File: config.mk
export PLATFORM = sky130hd
export DESIGN_NAME = bprs_ctrl_flat
export DESIGN_NICKNAME = d
export VERILOG_FILES = /design/src/hw/rtl/bprs_pkg.sv /design/src/hw/rtl/bprs_if.sv /design/src/hw/rtl/bprs_ctrl.sv /design/src/flat_wrapper.sv
export SDC_FILE = /design/constraint.sdc
export NUM_CORES = 1
export LEC_CHECK = 0
export BUFFER_PORTS_ARGS = -buffer_cell sky130_fd_sc_hd__clkbuf_2
export CORE_MARGIN = 5
export CORE_UTILIZATION = 40
export DETAILED_ROUTE_END_ITERATION = 12
export GPL_TIMING_DRIVEN = 1
export SYNTH_ARGS = -nofsm -noshare
export SYNTH_HDL_FRONTEND = slang
export SYNTH_SLANG_ARGS = --single-unit
File: constraint.sdc
create_clock -name clk -period 4.15 [get_ports clk]
set_input_delay 0.2075 -clock clk [delete_from_list [all_inputs] [get_ports clk]]
set_output_delay 0.2075 -clock clk [all_outputs]
set_load 0.02 [all_outputs]
File: src/hw/rtl/bprs_pkg.sv
// bprs_pkg: shared types and constants for the bitmap pixel store rotator.
// No dependencies; every other file of the block uses it.
`timescale 1ns / 1ps

package bprs_pkg;

  localparam int DEFAULT_MAX_DIM = 128;

  // Field widths of the channels and the configuration port
  localparam int MODE_W     = 2;
  localparam int POS_W      = 7;
  localparam int PIX_W      = 8;
  localparam int DIM_W      = 8;
  localparam int CFG_IDX_W  = 2;
  localparam int CFG_DATA_W = 8;

  localparam logic [DIM_W-1:0] DIM_RESET = 8'd128;

  // Configuration register indexes
  localparam logic [CFG_IDX_W-1:0] CFG_DEPTH_MODE   = 2'd0;
  localparam logic [CFG_IDX_W-1:0] CFG_IMAGE_WIDTH  = 2'd1;
  localparam logic [CFG_IDX_W-1:0] CFG_IMAGE_HEIGHT = 2'd2;

  typedef enum logic [MODE_W-1:0] {
    MODE_WRITE = 2'd0,
    MODE_READ  = 2'd1,
    MODE_LEFT  = 2'd2,
    MODE_RIGHT = 2'd3
  } mode_t;

  typedef enum logic [2:0] {
    ST_CLEAR,
    ST_IDLE,
    ST_READ,
    ST_TURN,
    ST_TDONE
  } state_t;

endpackage

File: src/hw/rtl/bprs_if.sv
// bprs_if: valid/ready channel interfaces for the pixel command and result streams.
// Depends on bprs_pkg for field widths.
`timescale 1ns / 1ps

interface bprs_in_if;
  logic                        valid;
  logic                        ready;
  logic [bprs_pkg::MODE_W-1:0] mode;
  logic [bprs_pkg::POS_W-1:0]  pos_x;
  logic [bprs_pkg::POS_W-1:0]  pos_y;
  logic [bprs_pkg::PIX_W-1:0]  colour;

  modport source (output valid, mode, pos_x, pos_y, colour, input ready);
  modport sink   (input valid, mode, pos_x, pos_y, colour, output ready);
endinterface

interface bprs_out_if;
  logic                       valid;
  logic                       ready;
  logic [bprs_pkg::PIX_W-1:0] pixel_value;
  logic                       status;
  logic [bprs_pkg::DIM_W-1:0] cur_width;
  logic [bprs_pkg::DIM_W-1:0] cur_height;

  modport source (output valid, pixel_value, status, cur_width, cur_height, input ready);
  modport sink   (input valid, pixel_value, status, cur_width, cur_height, output ready);
endinterface

File: src/hw/rtl/bprs_ctrl.sv
// bprs_ctrl: command sequencer, configuration registers, clear sweep and turn walker.
// Depends on bprs_pkg and bprs_if; drives the ports of both bprs_bank instances.
`timescale 1ns / 1ps

module bprs_ctrl #(
  parameter int MAX_DIM = bprs_pkg::DEFAULT_MAX_DIM
) (
  input  logic                                 clk,
  input  logic                                 rst_n,
  bprs_in_if.sink                              in_chan,
  bprs_out_if.source                           out_chan,
  input  logic                                 cfg_we,
  input  logic [bprs_pkg::CFG_IDX_W-1:0]       cfg_index,
  input  logic [bprs_pkg::CFG_DATA_W-1:0]      cfg_wdata,
  output logic                                 a_we,
  output logic [$clog2(MAX_DIM*MAX_DIM)-1:0]   a_waddr,
  output logic [bprs_pkg::PIX_W-1:0]           a_wdata,
  output logic                                 a_re,
  output logic [$clog2(MAX_DIM*MAX_DIM)-1:0]   a_raddr,
  input  logic [bprs_pkg::PIX_W-1:0]           a_rdata,
  output logic                                 b_we,
  output logic [$clog2(MAX_DIM*MAX_DIM)-1:0]   b_waddr,
  output logic [bprs_pkg::PIX_W-1:0]           b_wdata,
  output logic                                 b_re,
  output logic [$clog2(MAX_DIM*MAX_DIM)-1:0]   b_raddr,
  input  logic [bprs_pkg::PIX_W-1:0]           b_rdata
);

  localparam int DEPTH = MAX_DIM * MAX_DIM;
  localparam int AW    = $clog2(DEPTH);
  localparam int CW    = $clog2(MAX_DIM);
  localparam int PW    = bprs_pkg::PIX_W;
  localparam int DW    = bprs_pkg::DIM_W;

  localparam logic [AW-1:0] ROW_STRIDE = AW'(MAX_DIM);
  localparam logic [AW-1:0] CLR_LAST   = AW'(DEPTH - 1);
  localparam logic [DW-1:0] DIM_RST    =
    (int'(bprs_pkg::DIM_RESET) > MAX_DIM) ? DW'(MAX_DIM) : bprs_pkg::DIM_RESET;

  function automatic logic [AW-1:0] pix_addr(input logic [CW-1:0] x,
                                             input logic [CW-1:0] y);
    pix_addr = AW'(y) * ROW_STRIDE + AW'(x);
  endfunction

  function automatic logic [DW-1:0] clamp_dim(input logic [DW-1:0] v);
    if (v == '0) begin
      clamp_dim = DW'(1);
    end else if (32'(v) > MAX_DIM) begin
      clamp_dim = DW'(MAX_DIM);
    end else begin
      clamp_dim = v;
    end
  endfunction

  bprs_pkg::state_t state_r, state_nxt;

  logic            depth_r;
  logic [DW-1:0]   cfg_w_r, cfg_h_r;
  logic [DW-1:0]   width_r, height_r;
  logic            active_r;
  logic [AW-1:0]   clr_cnt_r;
  logic [CW-1:0]   ox_r, oy_r;
  logic            turn_right_r;
  logic            wr_pend_r;
  logic [AW-1:0]   wr_addr_r;
  logic            out_valid_r;
  logic [PW-1:0]   out_pix_r;
  logic            out_status_r;

  // Decoded command
  bprs_pkg::mode_t in_mode;
  logic            in_acc;
  logic            in_range;
  logic            is_pixel_op;
  logic [AW-1:0]   in_addr;
  logic [PW-1:0]   in_wdata;

  // Config decode
  logic            cfg_hit;
  logic            dep_nxt;
  logic [DW-1:0]   cw_nxt, ch_nxt;

  // Turn walker
  logic [CW-1:0]   last_x, last_y;
  logic [CW-1:0]   nx, ny;
  logic            row_last, turn_last;
  logic            clr_done;

  logic [PW-1:0]   rd_src;
  logic            load_out;

  // Ports seen from the active bank and the other bank
  logic            act_we, act_re, oth_we, oth_re;
  logic [AW-1:0]   act_waddr, act_raddr, oth_waddr, oth_raddr;
  logic [PW-1:0]   act_wdata, oth_wdata;

  assign in_mode     = bprs_pkg::mode_t'(in_chan.mode);
  assign in_acc      = in_chan.valid && in_chan.ready;
  assign in_range    = ({1'b0, in_chan.pos_x} < width_r) && ({1'b0, in_chan.pos_y} < height_r);
  assign is_pixel_op = (in_mode == bprs_pkg::MODE_WRITE) || (in_mode == bprs_pkg::MODE_READ);
  assign in_addr     = pix_addr(CW'(in_chan.pos_x), CW'(in_chan.pos_y));
  assign in_wdata    = depth_r ? in_chan.colour : PW'(in_chan.colour != '0);

  always_comb begin
    cfg_hit = cfg_we && (cfg_index inside {bprs_pkg::CFG_DEPTH_MODE,
                                           bprs_pkg::CFG_IMAGE_WIDTH,
                                           bprs_pkg::CFG_IMAGE_HEIGHT});
    dep_nxt = depth_r;
    cw_nxt  = cfg_w_r;
    ch_nxt  = cfg_h_r;
    case (cfg_index)
      bprs_pkg::CFG_DEPTH_MODE:   dep_nxt = cfg_wdata[0];
      bprs_pkg::CFG_IMAGE_WIDTH:  cw_nxt  = cfg_wdata;
      bprs_pkg::CFG_IMAGE_HEIGHT: ch_nxt  = cfg_wdata;
      default: ;
    endcase
  end

  assign last_x    = CW'(width_r - DW'(1));
  assign last_y    = CW'(height_r - DW'(1));
  assign nx        = turn_right_r ? (last_y - oy_r) : oy_r;
  assign ny        = turn_right_r ? ox_r : (last_x - ox_r);
  assign row_last  = (ox_r == last_x);
  assign turn_last = row_last && (oy_r == last_y);
  assign clr_done  = (clr_cnt_r == CLR_LAST);

  assign rd_src    = active_r ? b_rdata : a_rdata;

  // Next state
  always_comb begin
    state_nxt = state_r;
    case (state_r)
      bprs_pkg::ST_CLEAR: begin
        if (clr_done) state_nxt = bprs_pkg::ST_IDLE;
      end
      bprs_pkg::ST_IDLE: begin
        if (in_acc) begin
          if (!is_pixel_op) begin
            state_nxt = bprs_pkg::ST_TURN;
          end else if (in_mode == bprs_pkg::MODE_READ && in_range) begin
            state_nxt = bprs_pkg::ST_READ;
          end
        end
      end
      bprs_pkg::ST_READ:  state_nxt = bprs_pkg::ST_IDLE;
      bprs_pkg::ST_TURN: begin
        if (turn_last) state_nxt = bprs_pkg::ST_TDONE;
      end
      bprs_pkg::ST_TDONE: state_nxt = bprs_pkg::ST_IDLE;
      default:            state_nxt = bprs_pkg::ST_CLEAR;
    endcase
    if (cfg_hit) state_nxt = bprs_pkg::ST_CLEAR;
  end

  // Outputs: handshake and bank ports
  always_comb begin
    in_chan.ready = (state_r == bprs_pkg::ST_IDLE) && (!out_valid_r || out_chan.ready);
    act_we    = 1'b0;
    act_waddr = in_addr;
    act_wdata = in_wdata;
    act_re    = 1'b0;
    act_raddr = in_addr;
    oth_we    = wr_pend_r;
    oth_waddr = wr_addr_r;
    oth_wdata = rd_src;
    oth_re    = 1'b0;
    oth_raddr = wr_addr_r;
    load_out  = 1'b0;
    case (state_r)
      bprs_pkg::ST_CLEAR: begin
        act_we    = 1'b1;
        act_waddr = clr_cnt_r;
        act_wdata = '0;
      end
      bprs_pkg::ST_IDLE: begin
        if (in_acc && is_pixel_op) begin
          act_we   = in_range && (in_mode == bprs_pkg::MODE_WRITE);
          act_re   = in_range && (in_mode == bprs_pkg::MODE_READ);
          load_out = !(in_range && (in_mode == bprs_pkg::MODE_READ));
        end
      end
      bprs_pkg::ST_READ:  load_out = 1'b1;
      bprs_pkg::ST_TURN: begin
        act_re    = 1'b1;
        act_raddr = pix_addr(ox_r, oy_r);
      end
      bprs_pkg::ST_TDONE: load_out = 1'b1;
      default: ;
    endcase
  end

  assign a_we    = active_r ? oth_we    : act_we;
  assign a_waddr = active_r ? oth_waddr : act_waddr;
  assign a_wdata = active_r ? oth_wdata : act_wdata;
  assign a_re    = active_r ? oth_re    : act_re;
  assign a_raddr = active_r ? oth_raddr : act_raddr;
  assign b_we    = active_r ? act_we    : oth_we;
  assign b_waddr = active_r ? act_waddr : oth_waddr;
  assign b_wdata = active_r ? act_wdata : oth_wdata;
  assign b_re    = active_r ? act_re    : oth_re;
  assign b_raddr = active_r ? act_raddr : oth_raddr;

  // Control state
  always_ff @(posedge clk) begin
    if (!rst_n) begin
      state_r     <= bprs_pkg::ST_CLEAR;
      depth_r     <= 1'b0;
      cfg_w_r     <= bprs_pkg::DIM_RESET;
      cfg_h_r     <= bprs_pkg::DIM_RESET;
      width_r     <= DIM_RST;
      height_r    <= DIM_RST;
      active_r    <= 1'b0;
      clr_cnt_r   <= '0;
      wr_pend_r   <= 1'b0;
      out_valid_r <= 1'b0;
    end else begin
      state_r   <= state_nxt;
      wr_pend_r <= (state_r == bprs_pkg::ST_TURN) && !cfg_hit;
      if (load_out) begin
        out_valid_r <= 1'b1;
      end else if (out_chan.ready) begin
        out_valid_r <= 1'b0;
      end
      if (cfg_hit) begin
        depth_r   <= dep_nxt;
        cfg_w_r   <= cw_nxt;
        cfg_h_r   <= ch_nxt;
        width_r   <= clamp_dim(cw_nxt);
        height_r  <= clamp_dim(ch_nxt);
        active_r  <= 1'b0;
        clr_cnt_r <= '0;
      end else begin
        if (state_r == bprs_pkg::ST_CLEAR) begin
          clr_cnt_r <= clr_cnt_r + AW'(1);
        end
        if (state_r == bprs_pkg::ST_TDONE) begin
          active_r <= !active_r;
          width_r  <= height_r;
          height_r <= width_r;
        end
      end
    end
  end

  // Datapath registers
  always_ff @(posedge clk) begin
    if (in_acc) begin
      ox_r         <= '0;
      oy_r         <= '0;
      turn_right_r <= (in_mode == bprs_pkg::MODE_RIGHT);
    end else if (state_r == bprs_pkg::ST_TURN) begin
      ox_r <= row_last ? '0 : ox_r + CW'(1);
      if (row_last) oy_r <= oy_r + CW'(1);
    end
    // destination of the pixel being read; written when its data returns
    wr_addr_r <= pix_addr(nx, ny);
    if (load_out) begin
      out_pix_r    <= (state_r == bprs_pkg::ST_READ) ? rd_src : '0;
      out_status_r <= (state_r == bprs_pkg::ST_IDLE) && !in_range;
    end
  end

  assign out_chan.valid       = out_valid_r;
  assign out_chan.pixel_value = out_pix_r;
  assign out_chan.status      = out_status_r;
  assign out_chan.cur_width   = width_r;
  assign out_chan.cur_height  = height_r;

`ifndef SYNTHESIS
  a_one_write_side: assert property (@(posedge clk) disable iff (!rst_n)
    !(act_we && oth_we))
    else $error("active and other bank written in the same cycle");

  a_clear_quiet: assert property (@(posedge clk) disable iff (!rst_n)
    (state_r == bprs_pkg::ST_CLEAR) |-> (!act_re && !oth_we && !in_chan.ready))
    else $error("access other than the clear sweep during clear");

  a_read_result: assert property (@(posedge clk) disable iff (!rst_n)
    (state_r == bprs_pkg::ST_READ) |=> out_valid_r)
    else $error("pixel read gave no result");

  a_turn_swap: assert property (@(posedge clk) disable iff (!rst_n)
    (state_r == bprs_pkg::ST_TDONE && !cfg_hit) |=>
      (width_r == $past(height_r) && height_r == $past(width_r) &&
       active_r != $past(active_r)))
    else $error("turn did not swap dimensions and banks");
`endif

endmodule

File: src/flat_wrapper.sv
// flat-port wrapper written by rule: the top's interface ports become plain ports
module bprs_ctrl_flat 
#(
  parameter int MAX_DIM = bprs_pkg::DEFAULT_MAX_DIM
)
  (clk, rst_n, cfg_we, cfg_index, cfg_wdata, a_we, a_waddr, a_wdata, a_re, a_raddr, a_rdata, b_we, b_waddr, b_wdata, b_re, b_raddr, b_rdata, in_chan_valid, in_chan_mode, in_chan_pos_x, in_chan_pos_y, in_chan_colour, in_chan_ready, out_chan_valid, out_chan_pixel_value, out_chan_status, out_chan_cur_width, out_chan_cur_height, out_chan_ready);
  bprs_in_if in_chan_i ();
  bprs_out_if out_chan_i ();
  input  logic clk;
  input  logic rst_n;
  input  logic cfg_we;
  input  logic [bprs_pkg::CFG_IDX_W-1:0] cfg_index;
  input  logic [bprs_pkg::CFG_DATA_W-1:0] cfg_wdata;
  output logic a_we;
  output logic [$clog2(MAX_DIM*MAX_DIM)-1:0] a_waddr;
  output logic [bprs_pkg::PIX_W-1:0] a_wdata;
  output logic a_re;
  output logic [$clog2(MAX_DIM*MAX_DIM)-1:0] a_raddr;
  input  logic [bprs_pkg::PIX_W-1:0] a_rdata;
  output logic b_we;
  output logic [$clog2(MAX_DIM*MAX_DIM)-1:0] b_waddr;
  output logic [bprs_pkg::PIX_W-1:0] b_wdata;
  output logic b_re;
  output logic [$clog2(MAX_DIM*MAX_DIM)-1:0] b_raddr;
  input  logic [bprs_pkg::PIX_W-1:0] b_rdata;
  input wire logic [$bits(in_chan_i.valid)-1:0] in_chan_valid;
  input wire logic [$bits(in_chan_i.mode)-1:0] in_chan_mode;
  input wire logic [$bits(in_chan_i.pos_x)-1:0] in_chan_pos_x;
  input wire logic [$bits(in_chan_i.pos_y)-1:0] in_chan_pos_y;
  input wire logic [$bits(in_chan_i.colour)-1:0] in_chan_colour;
  output wire logic [$bits(in_chan_i.ready)-1:0] in_chan_ready;
  output wire logic [$bits(out_chan_i.valid)-1:0] out_chan_valid;
  output wire logic [$bits(out_chan_i.pixel_value)-1:0] out_chan_pixel_value;
  output wire logic [$bits(out_chan_i.status)-1:0] out_chan_status;
  output wire logic [$bits(out_chan_i.cur_width)-1:0] out_chan_cur_width;
  output wire logic [$bits(out_chan_i.cur_height)-1:0] out_chan_cur_height;
  input wire logic [$bits(out_chan_i.ready)-1:0] out_chan_ready;
  assign in_chan_i.valid = in_chan_valid;
  assign in_chan_i.mode = in_chan_mode;
  assign in_chan_i.pos_x = in_chan_pos_x;
  assign in_chan_i.pos_y = in_chan_pos_y;
  assign in_chan_i.colour = in_chan_colour;
  assign in_chan_ready = in_chan_i.ready;
  assign out_chan_valid = out_chan_i.valid;
  assign out_chan_pixel_value = out_chan_i.pixel_value;
  assign out_chan_status = out_chan_i.status;
  assign out_chan_cur_width = out_chan_i.cur_width;
  assign out_chan_cur_height = out_chan_i.cur_height;
  assign out_chan_i.ready = out_chan_ready;
  bprs_ctrl #(.MAX_DIM(MAX_DIM)) u_core (.clk(clk), .rst_n(rst_n), .in_chan(in_chan_i), .out_chan(out_chan_i), .cfg_we(cfg_we), .cfg_index(cfg_index), .cfg_wdata(cfg_wdata), .a_we(a_we), .a_waddr(a_waddr), .a_wdata(a_wdata), .a_re(a_re), .a_raddr(a_raddr), .a_rdata(a_rdata), .b_we(b_we), .b_waddr(b_waddr), .b_wdata(b_wdata), .b_re(b_re), .b_raddr(b_raddr), .b_rdata(b_rdata));
endmodule
; Word level (Yosys, flattened, before mapping)
; Index checks and enable logic that the tools add are counted.
[classes]
magnitude_cmp = 4
n_eq_ne = 15
n_mux = 42
n_reduce_logical = 31
add_sub_neg = 10
bitwise = 1
[ops]
columns = cell, n
row1 = 8-bit two-way mux, 15
row2 = 14-bit two-way mux, 6
row3 = 14-bit by 7-bit adder with 14-bit output, 3
row4 = 7-bit two-way mux, 3
row5 = "8-bit greater-than comparator, second input constant", 2
row6 = 8-bit logical NOT, 2
row7 = 7-bit by 8-bit less-than comparator with 1-bit output, 2
row8 = 3-bit two-way mux, 5
row9 = "14-bit by 1-bit adder with 14-bit output, second input constant", 1
row10 = "7-bit by 1-bit adder with 7-bit output, second input constant", 2
row11 = "14-bit equality test, second input constant", 1
row12 = 7-bit equality test, 2
row13 = "7-bit by 1-bit subtractor with 7-bit output, second input constant", 2
row14 = 7-bit subtractor, 2
row15 = 3-bit case mux with 4 select lines, 1
row16 = 1-bit logical AND, 10
row17 = 1-bit two-way mux, 9
row18 = 8-bit nonzero test, 1
row19 = "3-bit by 2-bit equality test with 1-bit output, second input constant", 2
row20 = "2-bit by 1-bit != test with 1-bit output, second input constant", 3
row21 = 1-bit case mux with 2 select lines, 3
row22 = 1-bit logical NOT, 5
row23 = "2-bit by 1-bit equality test with 1-bit output, second input constant", 2
row24 = "2-bit equality test, second input constant", 2
row25 = other kinds (12), 17
[word_totals]
inputBits = 55
register_bits = 91
out_inout_bits = 103

; Logic depth before layout (Yosys ltp)
; Gate-level depths: netlist of run 1.
[logic_depth]
word_depth = 8
mapped_depth = 11
mapped_depth_nobuf = 11

; Worst setup path before layout of run 1
; Ideal clock, no wire load.
[synth_path]
path_kind = reg2reg
start = register u_core.width_r[0] (netlist: u_core.out_chan.cur_width[0])
end = register u_core.oy_r[3]
synth_period_minus_slack_ns = 2.658
n_path_buf = 0
setup_slack_ns = 1.492
arrival_ns = 2.585
t_required_ns = 4.077
setup_ns = 0.073
path_stages_with_launch = 11
cell_sequence = dfxtp_1 -> inv_1 -> ha_1 -> or3b_4 -> xnor2_1 -> ha_1 -> nand2_1 -> nor2_1 -> nand3_2 -> or4_1 -> a21oi_1
[synth_via]
elab_chain_cells = 3
[synth_rtl]
columns = item, line_no
row1 = start: declaration, bprs_ctrl.sv:59  ; logic [DW-1:0] width_r, height_r;
row2 = start signal: assignment, bprs_ctrl.sv:228  ; width_r <= clamp_dim(cw_nxt);
row3 = start signal: assignment, bprs_ctrl.sv:238  ; width_r <= height_r;
row4 = 7-bit by 1-bit subtractor with 7-bit output, bprs_ctrl.sv:119  ; assign last_x = CW'(width_r - DW'(1));
row5 = 7-bit equality test, bprs_ctrl.sv:123  ; assign row_last = (ox_r == last_x);
row6 = 2-bit AND reduction (no source line), -
row7 = end signal: assignment, bprs_ctrl.sv:253  ; if (row_last) oy_r <= oy_r + CW'(1);
row8 = end: declaration, bprs_ctrl.sv:62  ; logic [CW-1:0] ox_r, oy_r;
; Every way passes these cells.
; A chain may end at the register's enable or synchronous reset.

; Worst setup path in the final report of run 1
[layout_path]
start = register u_core.width_r[0] (netlist: u_core.out_chan.cur_width[0])
end = register u_core.oy_r[5]
; Same word-level chain as after synthesis.

==> results of run 1 <==
-- critical path: stages, from the launching register on --
cell and delay, ns:
dfxtp_1 0.35, inv_1 0.11, ha_1 0.17, or3b_4 0.41, xnor2_1 0.14, ha_1 0.35, nand2_1 0.06, nor2_1 0.37
nand3_2 0.27, or4_1 0.52, a21oi_1 0.16
-- sequential cells by signal (all words and copies together), names as in the netlist, 3 cells and up --
name and cells:
u_core.cfg_h_r 8, u_core.cfg_w_r 8, u_core.clr_cnt_r 14, u_core.oth_raddr 14, u_core.out_chan.cur_height 8, u_core.out_chan.cur_width 8, u_core.out_chan.pixel_value 8, u_core.ox_r 7
u_core.oy_r 7, u_core.state_r 3
-- kinds of logic after synthesis --
group                    count (synthesis)
AO/OA/AOI/OAI                          203
XOR/XNOR                                38
adder cells (fa/ha/maj)                 31
buffers and inverters                   76
flip-flops                              91
multiplexers                            50
AND/OR/NAND/NOR                        286
-- cell usage after synthesis (7+ instances only) --
cell type / instances / share of area (%)
nand2_1: 111 / 7.0
a21oi_1: 100 / 8.4
dfxtp_1: 81 / 27
nor2_1: 80 / 5.0
mux2i_1: 43 / 7.2
o21ai_0: 39 / 3.3
inv_1: 35 / 2.2
clkbuf_1: 30 / 1.9
ha_1: 29 / 6.1
nand3_1: 24 / 2.0
xnor2_1: 20 / 2.9
a21boi_0: 17 / 2.1
xor2_1: 16 / 2.3
nor3_1: 14 / 1.2
nand4_1: 13 / 1.4
edfxtp_1: 10 / 5.0
o211ai_1: 9 / 1.1
or3_1: 9 / 0.94
a211oi_1: 7 / 0.88
mux2_2: 7 / 1.3
-- through the flow --
step,cells,instance area [µm²]
floorplan,775,5991
global placement,1083,6899
detailed placement,1083,6899
CTS,1099,7189
global route,1099,7189
finish,1099,7189
-- layout make-up --
| class | instances | area [µm²] | area share (%) |
|---|---|---|---|
| multi-input cells | 608 | 3776 | 52.52 |
| flip-flops and latches | 91 | 1923 | 26.75 |
| repair buffers | 163 | 830.8 | 11.56 |
| clock buffers | 13 | 271.5 | 3.777 |
| well taps | 184 | 230.2 | 3.202 |
| inverters | 37 | 138.9 | 1.932 |
| clock inverters | 3 | 18.77 | 0.2611 |
-- where the power goes --
group	internal, W	switching [W]	leakage [nW]
sequential	0.000942	0.0000647	0.771
combinational	0.000254	0.000419	2.30
clock	0.000460	0.000357	0.145
-- layer usage --
metal  vias to the layer above  wire length, µm  track usage, %
li1                       3011                -               -
met1                      2844             9149           30.28
met2                       234             9309           36.09
met3                        27             1495           4.924
met5                         -                0               0
met4                         0              361           6.561
-- worst paths after layout --
kind	to	slack [ns]	cells past startpoint
setup / recovery	u_core.oy_r[5]$_SDFFE_PP0P_	1.16	10
hold / removal	u_core.depth_r$_SDFFE_PN0P_	0.16	3
setup reg to reg	u_core.oy_r[5]$_SDFFE_PP0P_	1.16	10
hold reg to reg	u_core.cfg_w_r[4]$_SDFFE_PN0P_	0.48	2
==> out/metrics.csv, run 1 <==
stage,metric,value,unit
floorplan,Vert. Die Dim,132.4,µm
cells_and_area,fin nets,996,
clock_tree,Root Driver,clkbuf_16,
grt,vias in the first global route,5672,
synthesis,Seq cells post-synth,91,
routing,First-pass DRT Iterations,5,
grt,antenna violations before repair,0,
timing,final hold violation count,0,
routing,Antenna Nets Post-Route,0,
clock_tree,PostCTS Resize Cnt,0,
timing,RSZ-0062 raised after global routing,no,
floorplan,core footprint,14590,µm²
timing,period utilization,72.00,%
synthesis,Compound-Gate Fraction of Synth Area,19.86,%
cells_and_area,final core utilization,49.28,%
min_path,min-delay src,cfg_we,
synthesis,number of synthesized flops with an enable pin,10,
floorplan,Initial Util,41.06,%
timing,clk_skew,0.007033,ns
critical_path,"Worst Path Class, Setup",register to register,
grt,first-pass GRT wire length,31870,µm
cells_and_area,"most common cell after layout, fill and taps aside",clkbuf_2,
clock_tree,CTS tree,yes,
placement,Final HPWL DP,16000,µm
run_status,status,"finished, final reports clean",
cells_and_area,antenna cells,0,
clock_tree,postcts setup bufs,0,
timing,fin crit period,2.988,ns
synthesis,Simple-Gate Fraction of Synth Area,21.91,%
grt,Congestion Overflow GR,0,
pwr,P per Cell Area,347.2,nW/µm²
job,# Max-Cap Violations,0,
timing,post-route setup TNS,0,ns
synthesis,post-synthesis cell count,775,
floorplan,die width,132.4,µm
routing,Avg WL per Cell,18.48,µm
min_path,worst min-delay path category,primary input to register,
critical_path,Setup crit end kind,register,
cells_and_area,most frequent cells in the layout,"clkbuf_2, nand2_1, a21oi_1",
routing,drt total wl,20320,µm
pwr,Pwr Total,0.002496,W
critical_path,worst-path fanout max,9,
synthesis,post-synthesis adder-cell area fraction,6.725,%
routing,drt drc,0,
timing,final setup fails,0,
clock_tree,Worst-path clk slew,0.07,ns
clock_tree,Clock Path Buffers,2,
critical_path,crit path from,u_core.out_chan.cur_width[0]$_SDFFE_PN0P_,
placement,port buffer count,157,
critical_path,RR Startpoint,u_core.out_chan.cur_width[0]$_SDFFE_PN0P_,
synthesis,Syn Nets,861,
synthesis,post-synthesis mux area share,8.500,%
routing,vias per inst,5.565,
synthesis,Synth Flop Type,dfxtp_1,
placement,Setup WS pre-CTS,1.227,ns
synthesis,largest family of logic cells by synthesized area,simple AND/OR/NAND/NOR gates,
grt,largest net degree at the start of global routing,58,
synthesis,register area share after synthesis,32.08,%
timing,setup ws final,1.162,ns
timing,Max Clk Rate,334.7,MHz
critical_path,required time at the worst-slack endpoint,4.42,ns
synthesis,synth warn,0,
clock_tree,CTS Sinks,91,
synthesis,xor-xnor portion of the synthesized cell area,6.036,%
synthesis,Post-Syn Area,5991,µm²
clock_tree,worst skew pair latency,0.35,ns
cells_and_area,synthesis-to-layout area growth,20.01,%
timing,hold_ws,0.1597,ns
timing,Pins Over Slew Limit,0,
floorplan,FP Rows,44,
pwr,Pleak,3.219,nW
synthesis,ys async rst share,0,%
timing,worst slew pin tran,1.047,ns
critical_path,crit path launch type,register,
routing,vias,6116,
synthesis,post-synth cell types,58,
critical_path,CP arrival,3.26,ns
cells_and_area,layout cells sized above 1,21.31,%
placement,gpl congestion,0.9214,
floorplan,die area,17520,µm²
pwr,Worst VDD drop,0.2332,mV
clock_tree,hold buffers post-CTS,0,
clock_tree,H-tree depth,3,
cells_and_area,# fillers,1466,
grt,GRT Overall Usage,22.46,%
timing,worst rel slew slack,30.20,%
floorplan,Top Ports,158,
routing,drt first-iter violations,387,
synthesis,Avg Inst Size Synth,7.730,µm²
clock_tree,TritonCTS Buffers,9,
(Power assumes the default switching activity.)
==> run 2, diff against run 1 <==
PLACE_DENSITY = 0.66   (was default)
clock period = 2.69 ns   (was 4.15 ns; I/O delays follow)
==> out/metrics.csv, run 2 (same netlist as run 1, synthesis figures left out) <==
stage,metric,value,unit
clock_tree,Root Driver,clkbuf_16,
critical_path,crit-path cells,inv_1 -> ha_1 -> or3b_4 -> xnor2_1 -> ha_1 -> nand2_1 -> nor2_2 -> nand3_2 -> buf_4 -> o31a_1 -> o21a_1,
grt,Congestion Overflow GR,0,
timing,period utilization,96.84,%
floorplan,Vert. Die Dim,132.4,µm
cells_and_area,fin area,7445,µm²
pwr,P per Cell Area,526.3,nW/µm²
critical_path,"Worst Path Class, Setup",register to register,
routing,First-pass DRT Iterations,5,
timing,final hold violation count,0,
floorplan,Top Ports,158,
clock_tree,worst skew pair latency,0.35,ns
clock_tree,TritonCTS Buffers,9,
timing,final setup fails,0,
pwr,Worst VDD drop,0.5249,mV
clock_tree,CTS Sinks,91,
pwr,Internal,0.002591,W
timing,post-route setup TNS,0,ns
critical_path,CP peak stage delay,0.41,ns
grt,antenna violations before repair,0,
critical_path,Setup crit end kind,register,
cells_and_area,fin nets,1026,
clock_tree,hold buffers post-CTS,0,
min_path,worst min-delay path category,primary input to register,
routing,drt first-iter violations,395,
floorplan,die area,17520,µm²
cells_and_area,antenna cells,0,
critical_path,Critical path buffers and inverters,2,
job,# Max-Cap Violations,0,
cells_and_area,"most common cell after layout, fill and taps aside",clkbuf_2,
floorplan,Initial Util,41.06,%
critical_path,Top Family by Delay on Critical Path,simple AND/OR/NAND/NOR gates,
grt,vias in the first global route,5854,
routing,drt total wl,20870,µm
placement,Setup WS pre-CTS,0.08115,ns
critical_path,CP arrival,2.85,ns
timing,clk_skew,0.01031,ns
critical_path,worst-path fanout max,6,
routing,Antenna Nets Post-Route,0,
grt,GRT Overall Usage,22.99,%
routing,vias per inst,5.556,
pwr,Pwr Total,0.003918,W
cells_and_area,final std cells w/o fill,1129,
placement,port buffer count,157,
floorplan,core footprint,14590,µm²
clock_tree,H-tree depth,3,
clock_tree,Clock Path Buffers,2,
placement,gpl congestion,0.9915,
timing,Max Clk Rate,383.9,MHz
cells_and_area,most frequent cells in the layout,"clkbuf_2, nand2_1, a21oi_1",
pwr,Pleak,3.364,nW
pwr,Seq pwr share,38.8,%
placement,Final HPWL DP,16770,µm
pwr,clock share of power,32.7,%
timing,worst slew pin tran,0.8847,ns
timing,fin crit period,2.605,ns
grt,first-pass GRT wire length,32280,µm
grt,largest net degree at the start of global routing,58,
critical_path,"most used cell, CP",ha_1,
cells_and_area,layout cells sized above 1,24.97,%
critical_path,crit path launch type,register,
placement,Post-DP Area,7087,µm²
routing,Avg WL per Cell,18.48,µm
run_status,status,"finished, final reports clean",
pwr,combinational power share,28.5,%
floorplan,FP Rows,44,
critical_path,required time at the worst-slack endpoint,2.94,ns
cells_and_area,# fillers,1447,
pwr,P_sw,0.001327,W
critical_path,CP max-delay cell,or3b_4,
routing,drt drc,0,
timing,setup ws final,0.08514,ns
clock_tree,Worst-path clk slew,0.07,ns
cells_and_area,synthesis-to-layout area growth,24.27,%
clock_tree,CTS tree,yes,
placement,Placed Instances,1108,
pwr,switching share of power,33.88,%
floorplan,die width,132.4,µm
timing,worst rel slew slack,41.02,%
routing,vias,6273,
timing,Pins Over Slew Limit,0,
[run 2: cell types whose count changed in the layout (fill, tap and decap cells not counted), sizes merged]
| cell | change |
|---|---|
| buf | +31 |
| bufinv | +1 |
| clkbuf | -5 |
| clkinv | +2 |
| clkinvlp | +1 |
[run 2: per-layer routing]
metal  part of all wire [%]  wire length (µm)  GRT usage (%)  up-vias
li1                       -                 -              -     3068
met1                     42              8700          29.10     2893
met2                     48              9920          38.85      276
met3                    8.8              1837          6.031       36
met4                    2.0               412          5.939        0
met5                      0                 0              0        -
[run 2: area by class of cell]
cell class | count | area [µm²] | share of cell area, %
Multi-Input combinational cell | 608 | 3792 | 50.94
Inverter | 37 | 138.9 | 1.866
Clock buffer | 9 | 225.2 | 3.025
Sequential cell | 91 | 1932 | 25.95
Timing Repair Buffer | 193 | 1059 | 14.22
Tap cell | 184 | 230.2 | 3.092
Clock inverter | 7 | 67.56 | 0.9076
[run 2: path summary, 6_finish.rpt]
path / end / slack, ns / from / cells past startpoint
worst min-delay path: u_core.cfg_w_r[6]$_SDFFE_PN0P_ / 0.09 / cfg_wdata[6] / 3
worst max register to register: u_core.oy_r[4]$_SDFFE_PP0P_ / 0.09 / u_core.out_chan.cur_width[0]$_SDFFE_PN0P_ / 11
worst max-delay path: u_core.oy_r[4]$_SDFFE_PP0P_ / 0.09 / u_core.out_chan.cur_width[0]$_SDFFE_PN0P_ / 11
worst min register to register: u_core.cfg_w_r[2]$_SDFFE_PN0P_ / 0.48 / u_core.cfg_w_r[2]$_SDFFE_PN0P_ / 2
[run 2: worst reg2reg max path: stages (launching register included)]
cell and delay [ns]:
dfxtp_1 0.31, inv_1 0.09, ha_1 0.18, or3b_4 0.41, xnor2_1 0.14, ha_1 0.35
nand2_1 0.09, nor2_2 0.16, nand3_2 0.14, buf_4 0.18, o31a_1 0.27, o21a_1 0.18
[run 2: through the flow]
step,hold WS (ns),util [%]
3_5_place_dp,0.4488,48.58
5_1_grt,0.1090,51.03
3_3_place_gp,0.4410,48.58
2_1_floorplan,0.2906,-
6_report,0.08798,51.03
4_1_cts,0.07432,50.59
[run 2: timing repair]
item                       CTS  global route
setup endpoints to repair    3             6
cloned                       0             0
buffers inserted             0             5
pin swaps                    0             3
resized for setup            1            13
[run 2: power by group through the flow]
stage	registers, W	logic, W	clock network, W
after floorplan	0.00155	0.000686	0
after global placement	0.00155	0.00110	0
after detailed placement	0.00155	0.00110	0
after CTS	0.00152	0.00111	0.00131
after global routing	0.00153	0.00122	0.00136
final	0.00152	0.00112	0.00128
